**src/rtl/stpbu_pkg.sv**
```systemverilog
// ----------------------------------------------------------------------------
// stpbu_pkg
// Shared types and constants of the spanning-tree BPDU update engine.
// ----------------------------------------------------------------------------
package stpbu_pkg;

  localparam int DefMaxPorts = 16;
  localparam int DefIdBits   = 16;

  localparam int IdPortW   = 16;
  localparam int MaskPortW = 16;
  localparam int HopW      = 8;
  localparam int RpW       = 5;
  localparam int PortW     = 4;
  localparam int CountW    = 5;
  localparam int CfgIdxW   = 1;
  localparam int CfgDataW  = 16;

  localparam logic [CfgIdxW-1:0] CFG_BRIDGE_ID  = 1'b0;
  localparam logic [CfgIdxW-1:0] CFG_PORT_COUNT = 1'b1;

  localparam logic             CMD_MESSAGE  = 1'b0;
  localparam logic [RpW-1:0]   NO_ROOT_PORT = 5'h1F;
  localparam logic [CountW-1:0] COUNT_RESET = 5'd16;
  localparam logic [HopW-1:0]  HOP_MAX      = 8'hFF;

  typedef struct packed {
    logic                cmd;
    logic [IdPortW-1:0]  root_id;
    logic [IdPortW-1:0]  sender_id;
    logic [HopW-1:0]     hops;
    logic [RpW-1:0]      sender_rp;
    logic [PortW-1:0]    sender_port;
    logic [PortW-1:0]    arrival_port;
  } item_t;

endpackage

```
**src/rtl/spanning_tree_bpdu_update.sv**
```systemverilog
// ----------------------------------------------------------------------------
// spanning_tree_bpdu_update
// Spanning-tree port-role engine: compares received configuration words with
// the bridge's view of the root and reports what to send.
// ----------------------------------------------------------------------------
// Usage:
//   Input channel (in_valid_i / in_stall_o) carries one word per item: a
//   received configuration message or a hello tick (cmd_i). Each item yields
//   exactly one result word on the output channel (out_valid_o / out_stall_i):
//   send flag, send port mask and the bridge's current root view.
//   The input register takes the word when it is accepted, and the compare
//   and mask update load the result register from it, where out_valid_o
//   rises. Throughput is one item per cycle while out_stall_i does not hold
//   the result register full; the state update is done in the same cycle the
//   item leaves the input register, so the next item sees it immediately.
//   When out_stall_i holds the result register full, the input register
//   holds its word and in_stall_o rises; no item is lost.
//   Reset clears both registers, sets bridge_id to 0, port_count to 16 and
//   the view to "self is root". Writing bridge_id through the configuration
//   port clears the view again; write only while the block is idle.
// ----------------------------------------------------------------------------
module spanning_tree_bpdu_update #(
  parameter int MAX_PORTS = stpbu_pkg::DefMaxPorts,
  parameter int ID_BITS   = stpbu_pkg::DefIdBits
) (
  input  logic                                clk_i,
  input  logic                                rst_ni,
  input  logic                                cfg_we_i,
  input  logic [stpbu_pkg::CfgIdxW-1:0]       cfg_idx_i,
  input  logic [stpbu_pkg::CfgDataW-1:0]      cfg_wdata_i,
  input  logic                                in_valid_i,
  output logic                                in_stall_o,
  input  logic                                cmd_i,
  input  logic [stpbu_pkg::IdPortW-1:0]       msg_root_id_i,
  input  logic [stpbu_pkg::IdPortW-1:0]       msg_sender_id_i,
  input  logic [stpbu_pkg::HopW-1:0]          msg_hops_i,
  input  logic signed [stpbu_pkg::RpW-1:0]    msg_sender_root_port_i,
  input  logic [stpbu_pkg::PortW-1:0]         sender_port_i,
  input  logic [stpbu_pkg::PortW-1:0]         arrival_port_i,
  output logic                                out_valid_o,
  input  logic                                out_stall_i,
  output logic                                send_o,
  output logic [stpbu_pkg::MaskPortW-1:0]     send_mask_o,
  output logic                                is_root_o,
  output logic [stpbu_pkg::IdPortW-1:0]       out_root_id_o,
  output logic [stpbu_pkg::HopW-1:0]          out_hops_o,
  output logic signed [stpbu_pkg::RpW-1:0]    out_root_port_o,
  output logic [stpbu_pkg::MaskPortW-1:0]     designated_ports_o,
  output logic [stpbu_pkg::MaskPortW-1:0]     blocked_ports_o
);
  import stpbu_pkg::*;

  localparam int IdW     = (ID_BITS < IdPortW) ? ID_BITS : IdPortW;
  localparam int PW      = (MAX_PORTS < MaskPortW) ? MAX_PORTS : MaskPortW;
  localparam int PortLim = (MAX_PORTS > 64) ? 64 : MAX_PORTS;
  localparam logic [6:0] PORT_LIM = 7'(PortLim);

  // configuration
  logic [IdW-1:0]    bridge_q;
  logic [CountW-1:0] count_q;

  // view
  logic [IdW-1:0]  root_q, root_d;
  logic [HopW-1:0] hop_q, hop_d;
  logic [RpW-1:0]  rport_q, rport_d;
  logic [IdW-1:0]  up_id_q, up_id_d;
  logic            up_vld_q, up_vld_d;
  logic [PW-1:0]   desg_q, desg_d;
  logic [PW-1:0]   blk_q, blk_d;

  // pipeline
  item_t           s1_q;
  logic            s1_vld_q;
  logic            out_vld_q;
  logic            out_free;
  logic            adv;

  logic            res_send_q;
  logic [PW-1:0]   res_mask_q;
  logic            res_root_q;
  logic [IdW-1:0]  res_root_id_q;
  logic [HopW-1:0] res_hops_q;
  logic [RpW-1:0]  res_rport_q;
  logic [PW-1:0]   res_desg_q;
  logic [PW-1:0]   res_blk_q;

  // compare
  logic [6:0]      n_eff;
  logic [PW-1:0]   ports;
  logic [PW-1:0]   arr_bit;
  logic            connected;
  logic [IdW-1:0]  mroot;
  logic [IdW-1:0]  sender;
  logic [8:0]      sum;
  logic [HopW-1:0] sum_sat;
  logic            forward;
  logic            root_now;
  logic [PW-1:0]   mask;

  assign out_free   = !out_vld_q || !out_stall_i;
  assign adv        = s1_vld_q && out_free;
  assign in_stall_o = s1_vld_q && !out_free;

  always_comb begin
    n_eff = ({2'b00, count_q} > PORT_LIM) ? PORT_LIM : {2'b00, count_q};
    for (int k = 0; k < PW; k++) begin
      ports[k]   = (7'(k) < n_eff);
      arr_bit[k] = (s1_q.arrival_port == PortW'(k));
    end
    connected = ({3'b000, s1_q.arrival_port} < n_eff);
    mroot     = s1_q.root_id[IdW-1:0];
    sender    = s1_q.sender_id[IdW-1:0];
    sum       = {1'b0, s1_q.hops} + 9'd1;
    sum_sat   = sum[8] ? HOP_MAX : sum[7:0];

    root_d   = root_q;
    hop_d    = hop_q;
    rport_d  = rport_q;
    up_id_d  = up_id_q;
    up_vld_d = up_vld_q;
    desg_d   = desg_q;
    blk_d    = blk_q;
    forward  = 1'b0;

    if (s1_q.cmd == CMD_MESSAGE && connected) begin
      if (mroot < root_q || (mroot == root_q && (sum < {1'b0, hop_q} ||
          (sum == {1'b0, hop_q} && up_vld_q && up_id_q > sender)))) begin
        root_d   = mroot;
        hop_d    = sum_sat;
        rport_d  = {1'b0, s1_q.arrival_port};
        up_id_d  = sender;
        up_vld_d = 1'b1;
        blk_d    = blk_q & ~arr_bit;
        forward  = 1'b1;
      end else if (mroot == root_q) begin
        if ((!s1_q.sender_rp[RpW-1] && s1_q.sender_rp[PortW-1:0] == s1_q.sender_port) ||
            s1_q.hops > hop_q || (s1_q.hops == hop_q && bridge_q < sender)) begin
          desg_d  = desg_q | arr_bit;
          blk_d   = blk_q & ~arr_bit;
          forward = 1'b1;
        end else begin
          desg_d = desg_q & ~arr_bit;
          blk_d  = blk_q | arr_bit;
        end
      end
    end

    root_now = (root_d == bridge_q);
    if (root_now) begin
      mask = ports;
    end else if (forward) begin
      mask = ports & ~blk_d;
    end else begin
      mask = '0;
    end
  end

  always_ff @(posedge clk_i or negedge rst_ni) begin
    if (!rst_ni) begin
      bridge_q <= '0;
      count_q  <= COUNT_RESET;
      root_q   <= '0;
      hop_q    <= '0;
      rport_q  <= NO_ROOT_PORT;
      up_id_q  <= '0;
      up_vld_q <= 1'b0;
      desg_q   <= '0;
      blk_q    <= '0;
    end else if (cfg_we_i) begin
      case (cfg_idx_i)
        CFG_BRIDGE_ID: begin
          bridge_q <= cfg_wdata_i[IdW-1:0];
          root_q   <= cfg_wdata_i[IdW-1:0];
          hop_q    <= '0;
          rport_q  <= NO_ROOT_PORT;
          up_id_q  <= '0;
          up_vld_q <= 1'b0;
          desg_q   <= '0;
          blk_q    <= '0;
        end
        CFG_PORT_COUNT: begin
          count_q <= cfg_wdata_i[CountW-1:0];
        end
        default: begin
        end
      endcase
    end else if (adv) begin
      root_q   <= root_d;
      hop_q    <= hop_d;
      rport_q  <= rport_d;
      up_id_q  <= up_id_d;
      up_vld_q <= up_vld_d;
      desg_q   <= desg_d;
      blk_q    <= blk_d;
    end
  end

  always_ff @(posedge clk_i or negedge rst_ni) begin
    if (!rst_ni) begin
      s1_vld_q  <= 1'b0;
      out_vld_q <= 1'b0;
    end else begin
      if (!in_stall_o) begin
        s1_vld_q <= in_valid_i;
      end
      if (out_free) begin
        out_vld_q <= s1_vld_q;
      end
    end
  end

  always_ff @(posedge clk_i) begin
    if (in_valid_i && !in_stall_o) begin
      s1_q.cmd          <= cmd_i;
      s1_q.root_id      <= msg_root_id_i;
      s1_q.sender_id    <= msg_sender_id_i;
      s1_q.hops         <= msg_hops_i;
      s1_q.sender_rp    <= msg_sender_root_port_i;
      s1_q.sender_port  <= sender_port_i;
      s1_q.arrival_port <= arrival_port_i;
    end
    if (adv) begin
      res_send_q    <= |mask;
      res_mask_q    <= mask;
      res_root_q    <= root_now;
      res_root_id_q <= root_d;
      res_hops_q    <= hop_d;
      res_rport_q   <= rport_d;
      res_desg_q    <= desg_d;
      res_blk_q     <= blk_d;
    end
  end

  assign out_valid_o        = out_vld_q;
  assign send_o             = res_send_q;
  assign send_mask_o        = MaskPortW'(res_mask_q);
  assign is_root_o          = res_root_q;
  assign out_root_id_o      = IdPortW'(res_root_id_q);
  assign out_hops_o         = res_hops_q;
  assign out_root_port_o    = res_rport_q;
  assign designated_ports_o = MaskPortW'(res_desg_q);
  assign blocked_ports_o    = MaskPortW'(res_blk_q);

`ifndef SYNTH
  a_roles_disjoint: assert property (@(posedge clk_i) disable iff (!rst_ni)
    (desg_q & blk_q) == '0)
    else $error("port both designated and blocked");

  a_root_view: assert property (@(posedge clk_i) disable iff (!rst_ni)
    (root_q == bridge_q) |-> (hop_q == '0 && rport_q == NO_ROOT_PORT && !up_vld_q))
    else $error("root bridge holds a path to another root");

  a_send_flag: assert property (@(posedge clk_i) disable iff (!rst_ni)
    out_vld_q |-> (res_send_q == (res_mask_q != '0)))
    else $error("send flag disagrees with send mask");

  a_root_sends_all: assert property (@(posedge clk_i) disable iff (!rst_ni)
    adv && root_now |-> mask == ports)
    else $error("root bridge does not send on all ports");

  a_hold_input: assert property (@(posedge clk_i) disable iff (!rst_ni)
    in_stall_o |=> s1_vld_q && $stable(s1_q))
    else $error("input register changed while stalled");
`endif

endmodule

```
**config.mk**
```make
export PLATFORM = sky130hd
export DESIGN_NAME = spanning_tree_bpdu_update
export DESIGN_NICKNAME = d
export VERILOG_FILES = /design/src/rtl/stpbu_pkg.sv /design/src/rtl/spanning_tree_bpdu_update.sv
export SDC_FILE = /design/constraint.sdc
export NUM_CORES = 1
export LEC_CHECK = 0
export BUFFER_PORTS_ARGS = -buffer_cell sky130_fd_sc_hd__buf_2
export CORE_MARGIN = 3
export CORE_UTILIZATION = 51
export CTS_BUF_LIST = sky130_fd_sc_hd__clkbuf_4 sky130_fd_sc_hd__clkbuf_8 sky130_fd_sc_hd__clkbuf_16
export CTS_CLUSTER_SIZE = 30
export DETAILED_ROUTE_END_ITERATION = 12
export GPL_TIMING_DRIVEN = 0
export PLACE_DENSITY = 0.71
export RECOVER_POWER = 25
export SLEW_MARGIN = 10
export SYNTH_ARGS = -nofsm -noshare
export SYNTH_HDL_FRONTEND = slang
export SYNTH_SLANG_ARGS = --single-unit
```
**constraint.sdc**
```tcl
create_clock -name clk_i -period 7.1 [get_ports clk_i]
set_clock_uncertainty 0.15 [all_clocks]
set_input_delay 1.065 -clock clk_i [delete_from_list [all_inputs] [get_ports clk_i]]
set_output_delay 1.065 -clock clk_i [all_outputs]
set_load 0.02 [all_outputs]
```
# ---- Word level (Yosys, flattened, before mapping)
# Index checks and enable logic that the tools add are counted.
dict set report classes {
  add_sub_neg 1
  n_mux 45
  n_mul 0
  n_shift 0
  n_lt_le_gt_ge 23
  reduce_logical 28
  n_eq_ne 21
  n_bitwise 9
  div_mod_pow 0
}
# operator n
set op_table {}
lappend op_table {{16-bit two-way mux} 24}
lappend op_table {{16-bit bitwise AND} 3}
lappend op_table {{8-bit two-way mux} 6}
lappend op_table {{4-bit by 5-bit < comparator with 1-bit output, first input constant} 8}
lappend op_table {{16-bit == test} 2}
lappend op_table {{4-bit == test, second input constant} 8}
lappend op_table {{16-bit < comparator} 2}
lappend op_table {{16-bit NOT} 2}
lappend op_table {{16-bit bitwise OR} 2}
lappend op_table {{5-bit two-way mux} 6}
lappend op_table {{3-bit by 5-bit < comparator with 1-bit output, first input constant} 4}
lappend op_table {{4-bit by 3-bit == test with 1-bit output, second input constant} 4}
lappend op_table {{16-bit greater-than comparator} 1}
lappend op_table {{16-bit OR reduction} 1}
lappend op_table {{1-bit by 5-bit < comparator with 1-bit output, first input constant} 2}
lappend op_table {{2-bit by 5-bit < comparator with 1-bit output, first input constant} 2}
lappend op_table {{8-bit by 1-bit adder with 9-bit output, second input constant} 1}
lappend op_table {{9-bit by 8-bit == test with 1-bit output} 1}
lappend op_table {{1-bit logical AND} 9}
lappend op_table {{9-bit by 8-bit < comparator with 1-bit output} 1}
lappend op_table {{1-bit two-way mux} 9}
lappend op_table {{4-bit by 2-bit == test with 1-bit output, second input constant} 2}
lappend op_table {{8-bit == test} 1}
lappend op_table {{8-bit greater-than comparator} 1}
lappend op_table {{12 further kinds} 25}
dict set report totals {
  mem_count 0
  output_inout_bits 81
  latchBits 0
  rom_bits 0
  register_bits 234
  inputBits 76
  elab_cells 153
  ram_bits 0
}

# ---- Longest topological paths before layout
# Gate-level depths: netlist (run 1).
dict set report depth {
  word_depth 14
  depth_mapped 19
  ltp_nobuf 18
}

# ---- Worst setup path after synthesis (run 1)
# OpenSTA, ideal clock, no wires.
dict set report synth_timing {
  path_kind {input to register}
  startpoint {in out_stall_i}
  endpoint {reg root_q[0]}
  arrival_ns 4.141
  setup_slack_ns 2.742
  t_required_ns 6.883
  setup_time_ns 0.067
  cell_stages 8
  path_buffers 3
  cell_sequence {nand2_1 and2_1 nor2b_1 clkbuf_1 clkbuf_1 buf_1 nand2_1 nand2_1}
}
dict set report synth_between {
  elab_chain_cells 5
}
# item line
set synth_rtl {}
lappend synth_rtl {{start: declaration} spanning_tree_bpdu_update.sv:41} ;# input logic out_stall_i,
lappend synth_rtl {{1-bit logical NOT} spanning_tree_bpdu_update.sv:100} ;# assign out_free = !out_vld_q || !out_stall_i;
lappend synth_rtl {{1-bit logical OR} spanning_tree_bpdu_update.sv:100}
lappend synth_rtl {{1-bit logical AND} spanning_tree_bpdu_update.sv:101} ;# assign adv = s1_vld_q && out_free;
lappend synth_rtl {{net adv} spanning_tree_bpdu_update.sv:76} ;# logic adv;
lappend synth_rtl {{2-bit nonzero test (no source line)} n/a}
lappend synth_rtl {{2-bit AND reduction (no source line)} n/a}
lappend synth_rtl {{end signal: assignment} spanning_tree_bpdu_update.sv:173} ;# root_q <= cfg_wdata_i[IdW-1:0];
lappend synth_rtl {{end signal: assignment} spanning_tree_bpdu_update.sv:188} ;# root_q <= root_d;
lappend synth_rtl {{end: declaration} spanning_tree_bpdu_update.sv:63} ;# logic [IdW-1:0] root_q, root_d;
# The timed path passes the listed nets, and every way through them passes these cells.
# A chain may end at the register's enable or synchronous reset.

# ---- Worst setup path in the final report (run 1)
dict set report layout_timing {
  startpoint {reg s1_q[13] (netlist bit)}
  endpoint {reg res_send_q, in the netlist send_o, data pin}
}
dict set report layout_between {
  elab_cells_between_ends 29
  cone_classes {1 x add/sub; 2 x order compare; 3 x eq/ne; 12 x mux; 2 x bitwise; 9 x reduce/logical}
}
# item line
set layout_rtl {}
lappend layout_rtl {{start: declaration} spanning_tree_bpdu_update.sv:72} ;# item_t s1_q;
lappend layout_rtl {{8-bit by 1-bit adder with 9-bit output (*)} spanning_tree_bpdu_update.sv:113} ;# sum = {1'b0, s1_q.hops} + 9'd1;
lappend layout_rtl {{branches (longest 3 deep; another with 9-bit by 8-bit < comparator with 1-bit output)} n/a}
lappend layout_rtl {{1-bit logical OR (*)} spanning_tree_bpdu_update.sv:126} ;# if (mroot < root_q || (mroot == root_q && (sum < {1'b0, hop_q} ||
lappend layout_rtl {{1-bit logical AND (*)} spanning_tree_bpdu_update.sv:126}
lappend layout_rtl {{1-bit logical OR (*)} spanning_tree_bpdu_update.sv:126}
lappend layout_rtl {{16-bit two-way mux (*)} spanning_tree_bpdu_update.sv:126}
lappend layout_rtl {{16-bit two-way mux (*)} spanning_tree_bpdu_update.sv:125} ;# if (s1_q.cmd == CMD_MESSAGE && connected) begin
lappend layout_rtl {{net root_d[5]} spanning_tree_bpdu_update.sv:63}
lappend layout_rtl {{16-bit == test (*)} spanning_tree_bpdu_update.sv:148} ;# root_now = (root_d == bridge_q);
lappend layout_rtl {{16-bit two-way mux (*)} spanning_tree_bpdu_update.sv:149} ;# if (root_now) begin
lappend layout_rtl {{16-bit OR reduction (*)} spanning_tree_bpdu_update.sv:223} ;# res_send_q <= |mask;
lappend layout_rtl {{end signal: assignment} spanning_tree_bpdu_update.sv:223}
lappend layout_rtl {{end: declaration} spanning_tree_bpdu_update.sv:78} ;# logic res_send_q;
# Mark *: on every way through the listed nets, which the timed path passes.

==> run_results.csv, run 1 <==
group,metric,value,unit
clocking,cts.clk_slew.worst_paths,0.06,ns
power_and_ir_drop,pwr_density_cell,283,nW/um^2
placed_design,finalWeightedCongestion,0.913,
route,drt-vias-per-instance,5.72,
route,detail_route.drc_violations,0,
die,die_width,158,microns
global_routing,grt_pass1_vias,8935,
clocking,htree_num_levels,1,
route,drtPass1Iterations,5,
clocking,postCtsHoldBufs,0,
final_layout,final_util,62.3,%
sta,finalCritPeriodShare,65.1,%
clocking,post_cts_buffers,0,
sta,setup-tns-final,0,ns
setup_path,worstPathCellList,"ha_1, nand3_2, nor2_1, xnor2_1, inv_1, ha_1, nand4_1, nor4_1, o311ai_4, a31oi_4, mux2_4, a211oi_2, buf_4, o21ai_1, o211ai_1, and4b_1, nand4_1",
setup_path,crit_buf_inv,2,
die,die_area,25000,sq um
setup_path,crit_path_start_kind,"register",
final_layout,largest_register_ff_count,22,
sta,max_freq,0.216,GHz
setup_path,timing.critical_path.fanout_max,10,
placed_design,io_buffer_count,156,
sta,setup_viol,0,
final_layout,area_used_by_multi_input_combinational_logic,4810,sq um
clocking,cts.repair.resized,0,
clocking,ctsLongestPathBuffers,3,
setup_path,timing.critical_path.max_delay_family,"compound AO/OA/AOI/OAI gates",
placed_design,detailed_place_hpwl,22.8,mm
yosys,syn_nets,1246,
final_layout,max_flop_register,"s1_q",
yosys,synth_enable_flop_cells,133,
die,initial_utilization,53.0,%
clocking,tritoncts,"yes",
yosys,synthArstFlopShare,43.2,%
sta,timing_max_transition_violations_final,0,
route,drt-wirelength-per-cell,19.1,microns
hold_path,min-delay-path-class,"reg -> reg",
die,row_count,54,
global_routing,grt_usage,24.6,%
outcome,run_status,"finished, final reports clean",
setup_path,critical_path_arrival,4.86,ns
yosys,synth_seq_area_share,55.4,%
die,top_level_ports,157,
sta,worst_slack,2.48,ns
flow_run,drv_cap,0,
setup_path,end_kind,"register",
sta,final_hold_viol_count,0,
clocking,cts_sinks,234,
sta,min_clock_period_post_route,4.62,ns
placed_design,detailedPlace.worstSlack,2.47,ns
global_routing,antenna_violations_before_repair,1,
yosys,syn_area_per_cell,10.7,sq um
final_layout,fillers,1820,
sta,relSlewSlack,10.5,%
power_and_ir_drop,p_leak,6.17,nW
setup_path,crit_type,"reg -> reg",
yosys,yosysWarnings,0,
final_layout,mostFrequentLayoutCells,"182 x nand2_1, 156 x buf_2, 133 x edfxtp_1",
route,initialDrtViolationCount,590,
power_and_ir_drop,vdd_ir_max,0.210,mV
yosys,post_synth_inst_count,1103,
final_layout,finalNetCount,1431,
clocking,clk-insertion-delay-late,0.53,ns
yosys,synth.cell_area,11800,sq um
global_routing,grt_first_pass_wirelength,47.9,mm
global_routing,largest_net_degree_at_the_start_of_global_routing,82,
yosys,postSynth.topFlopCell,"edfxtp_1",
sta,worstMarginPinSlew,1.34,ns
sta,setup_repair_after_global_routing_missed_its_margin,"false",
setup_path,worst_path_max_delay_cell,"nor4_1",
yosys,postSynthRegisterBits,234,
final_layout,seqCellArea,6530,sq um
setup_path,critPathMaxStageDelay,0.52,ns
clocking,ctsRootBufferMaster,"clkbuf_16",
final_layout,layout-drive-gt1-share,19.9,%
clocking,tritoncts.num_buffers,24,
route,detailroute.via_count,9075,
global_routing,gr-total-overflow,0,
yosys,synth.distinct_cells,74,
die,vertical_die_dimension,158,microns
route,antenna_violating_nets_post_route,0,
final_layout,final_common_cell,"nand2_1",
setup_path,timing.critical_path.required,7.33,ns
final_layout,areaGrowthSynthToFinish,17.5,%
die,design.core.area,22200,sq um
route,route.final.wire_length,30.3,mm
power by group:
part	switching [mW]	internal (mW)	total (mW)	leakage, nW
clock network	0.515	0.835	1.35	0.427
logic	0.556	0.299	0.855	3.13
registers	0.0943	1.62	1.71	2.61
total	1.17	2.75	3.92	6.17
synthesized netlist by cell type, types with 3 or more instances:
cell type,instances,area (sq um)
a2111oi_0,3,26.3
a211oi_1,6,45.0
a21o_1,13,97.6
a21oi_1,49,245
a22oi_1,12,90.1
a31oi_1,10,62.6
and2_1,4,25.0
and3_1,8,50.1
buf_1,9,33.8
buf_2,3,15.0
clkbuf_1,40,150
dfrtp_1,95,2380
dfstp_2,6,158
edfxtp_1,133,3990
ha_1,67,838
inv_1,64,240
mux2_2,21,236
nand2_1,182,683
nand2b_1,9,56.3
nand3_1,60,300
nand4_1,15,93.8
nor2_1,58,218
nor2b_1,10,62.6
nor3_1,19,95.1
nor4_1,15,93.8
o211a_1,5,50.1
o211ai_1,7,52.6
o21a_1,9,67.6
o21ai_0,70,350
o22ai_1,4,25.0
o31ai_1,6,45.0
or2_2,6,37.5
or4_1,3,22.5
xnor2_1,16,140
xor2_1,22,193
layout make-up:
class | count | area share, %
multi-input combinational | 752 | 34.7
buffer | 53 | 1.49
clock buffer | 34 | 5.05
antenna | 1 | 0.0181
timing repair buffer | 159 | 6.10
inverter | 64 | 1.74
tap | 280 | 2.53
sequential | 234 | 47.2
clock inverter | 10 | 1.18
final timing paths:
path,from,to,slack [ns],cells past startpoint
worst max-delay path,s1_q[13],send_o,2.48,17
worst min-delay path,rport_q[4],rport_q[4],0.31,2
worst max register to register,s1_q[13],send_o,2.48,17
worst min register to register,rport_q[4],rport_q[4],0.31,2
max in group asynchronous,rst_ni,rport_q[3],5.08,2
min in group asynchronous,rst_ni,count_q[3],0.68,1
cells by family (layout without fill, tap and decap cells):
kind of cell | count (synthesis) | count (layout) | share of synthesized area [%]
buf+inv | 117 | 320 | 3.79
simple gates | 407 | 407 | 16.4
flops | 234 | 234 | 55.4
xor+xnor | 38 | 38 | 2.83
other cells | 0 | 1 | 0
fa+ha+maj | 67 | 67 | 7.12
compound gates | 217 | 217 | 12.2
mux | 23 | 23 | 2.22
stage by stage:
step | total power [mW] | hold WS, ns | cells | instance area, sq um
after floorplan | 2.29 | 0.286 | 1103 | 11800
after global placement | 2.56 | 0.295 | 1539 | 12900
after detailed placement | 2.58 | 0.303 | 1542 | 13000
after CTS | 3.94 | 0.227 | 1586 | 13800
after global routing | 4.10 | 0.319 | 1587 | 13800
final | 3.92 | 0.309 | 1587 | 13800
worst min-delay path: cells and delay by family, from the launching register on:
kind             cells  cell delay, ns
DFF                  1            0.36
and+or+nand+nor      2            0.09
routing by layer:
layer  vias up  part of all wire, %  global-route usage, %
li1       4317                    -                      -
met1      4289                   41                   32.0
met2       379                   48                   41.2
met3        90                  6.6                   3.99
met4         0                  4.4                   10.1
met5         -                    0                      0
No activity file was read; power rests on OpenSTA's default activity.
==> inputs of run 2 (changes only) <==
- clock period: 7.1 -> 4.3 ns (I/O delays scaled with it)
==> run 2 against run 1 <==
Effect of this change:
- the run now ends with max-capacitance violations, max-slew violations left
- fmax is 11% higher
- clock-buffer cell count unchanged
- combinational power rose by 74%
- global-route usage is 0.17 points higher
- critical path type unchanged
==> run_results.csv, run 2 (same netlist as run 1, synthesis figures left out) <==
group,metric,value,unit
clocking,tritoncts,"yes",
final_layout,finalNetCount,1452,
setup_path,crit_path_start_kind,"register",
setup_path,timing.reg2reg.setup_slack,0.12,ns
global_routing,grt_pass1_vias,9008,
sta,setup_viol,0,
die,die_width,158,microns
sta,relSlewSlack,-39.3,%
placed_design,finalWeightedCongestion,0.913,
route,antenna_violating_nets_post_route,0,
hold_path,hold_path_startpoint,"arrival_port_i[3]",
setup_path,critical_path_arrival,4.28,ns
die,top_level_ports,157,
hold_path,min_to,"s1_q[3]",
final_layout,fillers,1782,
final_layout,number_of_standard_cells_in_the_final_layout_excluding_fillers,1608,
final_layout,largest_register_ff_count,22,
global_routing,gr-total-overflow,0,
clocking,ctsRootBufferMaster,"clkbuf_16",
power_and_ir_drop,pwr_density_cell,463,nW/um^2
global_routing,antenna_violations_before_repair,0,
sta,final_hold_viol_count,0,
sta,finalCritPeriodShare,97.1,%
setup_path,critical_path.reg2reg.endpoint,"send_o",
placed_design,detailedPlace.worstSlack,-0.333,ns
route,route.final.wire_length,30.8,mm
sta,whs,0.150,ns
setup_path,crit_type,"reg -> reg",
outcome,run_status,"complete, but fails checks",
route,initialDrtViolationCount,689,
final_layout,mostFrequentLayoutCells,"182 x nand2_1, 154 x buf_2, 133 x edfxtp_1",
sta,worstMarginPinSlew,2.09,ns
die,design.core.area,22200,sq um
setup_path,timing.critical_path.required,4.40,ns
setup_path,end_kind,"register",
clocking,cts_sinks,234,
global_routing,grt_first_pass_wirelength,48.3,mm
setup_path,rr_startpoint,"s1_q[14]",
final_layout,final_cell_area,14100,sq um
placed_design,io_buffer_count,156,
sta,max_freq,0.239,GHz
die,vertical_die_dimension,158,microns
die,die_area,25000,sq um
sta,timing_max_transition_violations_final,82,
clocking,tritoncts.num_buffers,24,
hold_path,holdPathStages,1,
power_and_ir_drop,post-layout-total-power,6.55,mW
final_layout,seqCellArea,6530,sq um
clocking,ctsLongestPathBuffers,3,
final_layout,layout-drive-gt1-share,22.5,%
die,initial_utilization,53.0,%
placed_design,detailed_place_hpwl,22.8,mm
route,drtPass1Iterations,6,
clocking,clk-insertion-delay-late,0.52,ns
sta,min_clock_period_post_route,4.18,ns
sta,setup-tns-final,0,ns
flow_run,drv_cap,1,
die,row_count,54,
final_layout,area_used_by_multi_input_combinational_logic,4960,sq um
hold_path,min-delay-path-class,"in -> reg",
setup_path,reg2regPathDepth,18,
route,detail_route.drc_violations,0,
route,detailroute.via_count,9203,
setup_path,timing.critical_path.fanout_max,5,
final_layout,areaGrowthSynthToFinish,20.1,%
power_and_ir_drop,p_leak,6.30,nW
final_layout,final_util,63.7,%
global_routing,largest_net_degree_at_the_start_of_global_routing,82,
sta,setup_repair_after_global_routing_missed_its_margin,"true",
route,drt-vias-per-instance,5.72,
clocking,cts.clk_slew.worst_paths,0.06,ns
route,drt-wirelength-per-cell,19.2,microns
placed_design,place.detailed.instances,1542,
global_routing,grt_usage,24.7,%
final_layout,max_flop_register,"s1_q",
final_layout,final_common_cell,"nand2_1",
placed_design,placed_cell_area,13000,sq um
clocking,htree_num_levels,1,
outcome,violations,"max-capacitance violations, max-slew violations",
power_and_ir_drop,vdd_ir_max,0.346,mV
sta,worst_slack,0.124,ns
==> run 2: cell count changes in the layout (fill, tap and decap cells not counted), moves of 3 or more <==
cell      before  now
buf_4          1   21
clkbuf_1      43   40
clkbuf_2       0    3
ha_1          67   64
ha_4           0    3
nor2_1        58   55
==> run 2: layer usage <==
metal	wire, microns	global-route usage [%]
met5	0	0
met4	1270	10.2
met3	2060	4.05
met2	15000	41.5
met1	12500	32.1
==> run 2: worst max path at each step <==
stage | slack (ns) | startpoint | end
global placement | -1.02 | out_stall_i | root_q[10]
CTS | 0.009 | s1_q[13] | send_o
detailed placement | -0.33 | s1_q[13] | send_o
finish | 0.12 | s1_q[14] | send_o
global route | -0.08 | s1_q[13] | send_o
floorplan | 0.29 | s1_q[13] | send_o
==> run 2: power breakdown <==
| part | switching (mW) | total [mW] | internal [mW] |
|---|---|---|---|
| Clock | 0.853 | 2.23 | 1.38 |
| Combinational | 0.948 | 1.49 | 0.545 |
| Sequential | 0.160 | 2.83 | 2.67 |
==> run 2: layout make-up <==
cell class	instances	area share [%]
antenna	1	0.0177
buffer	52	1.54
clock buffer	34	4.94
clock inverter	10	1.15
inverter	64	1.70
multi-input combinational	752	35.0
sequential	234	46.1
tap	280	2.48
timing repair buffer	181	6.99
==> run 2: critical path: stages, from the launching register on <==
cell      delay (ns)
edfxtp_1        0.44
ha_4            0.19
nand3_4         0.11
nor2_4          0.17
xnor2_2         0.14
inv_1           0.10
ha_4            0.27
nand4_1         0.11
a21oi_2         0.20
o31ai_4         0.10
nand3b_4        0.10
nand3_4         0.09
or4_4           0.53
buf_6           0.13
or2_4           0.25
o211a_1         0.25
o22a_1          0.22
nor4_4          0.25
nand4_1         0.11
==> run 2: repair_timing <==
action	4_1_cts	5_1_grt
endpoints found under the setup margin	15	29
endpoints found under the hold margin	20	0
setup buffers	11	10
pin swaps	5	15
gates resized for setup	5	28
hold buffers	1	0
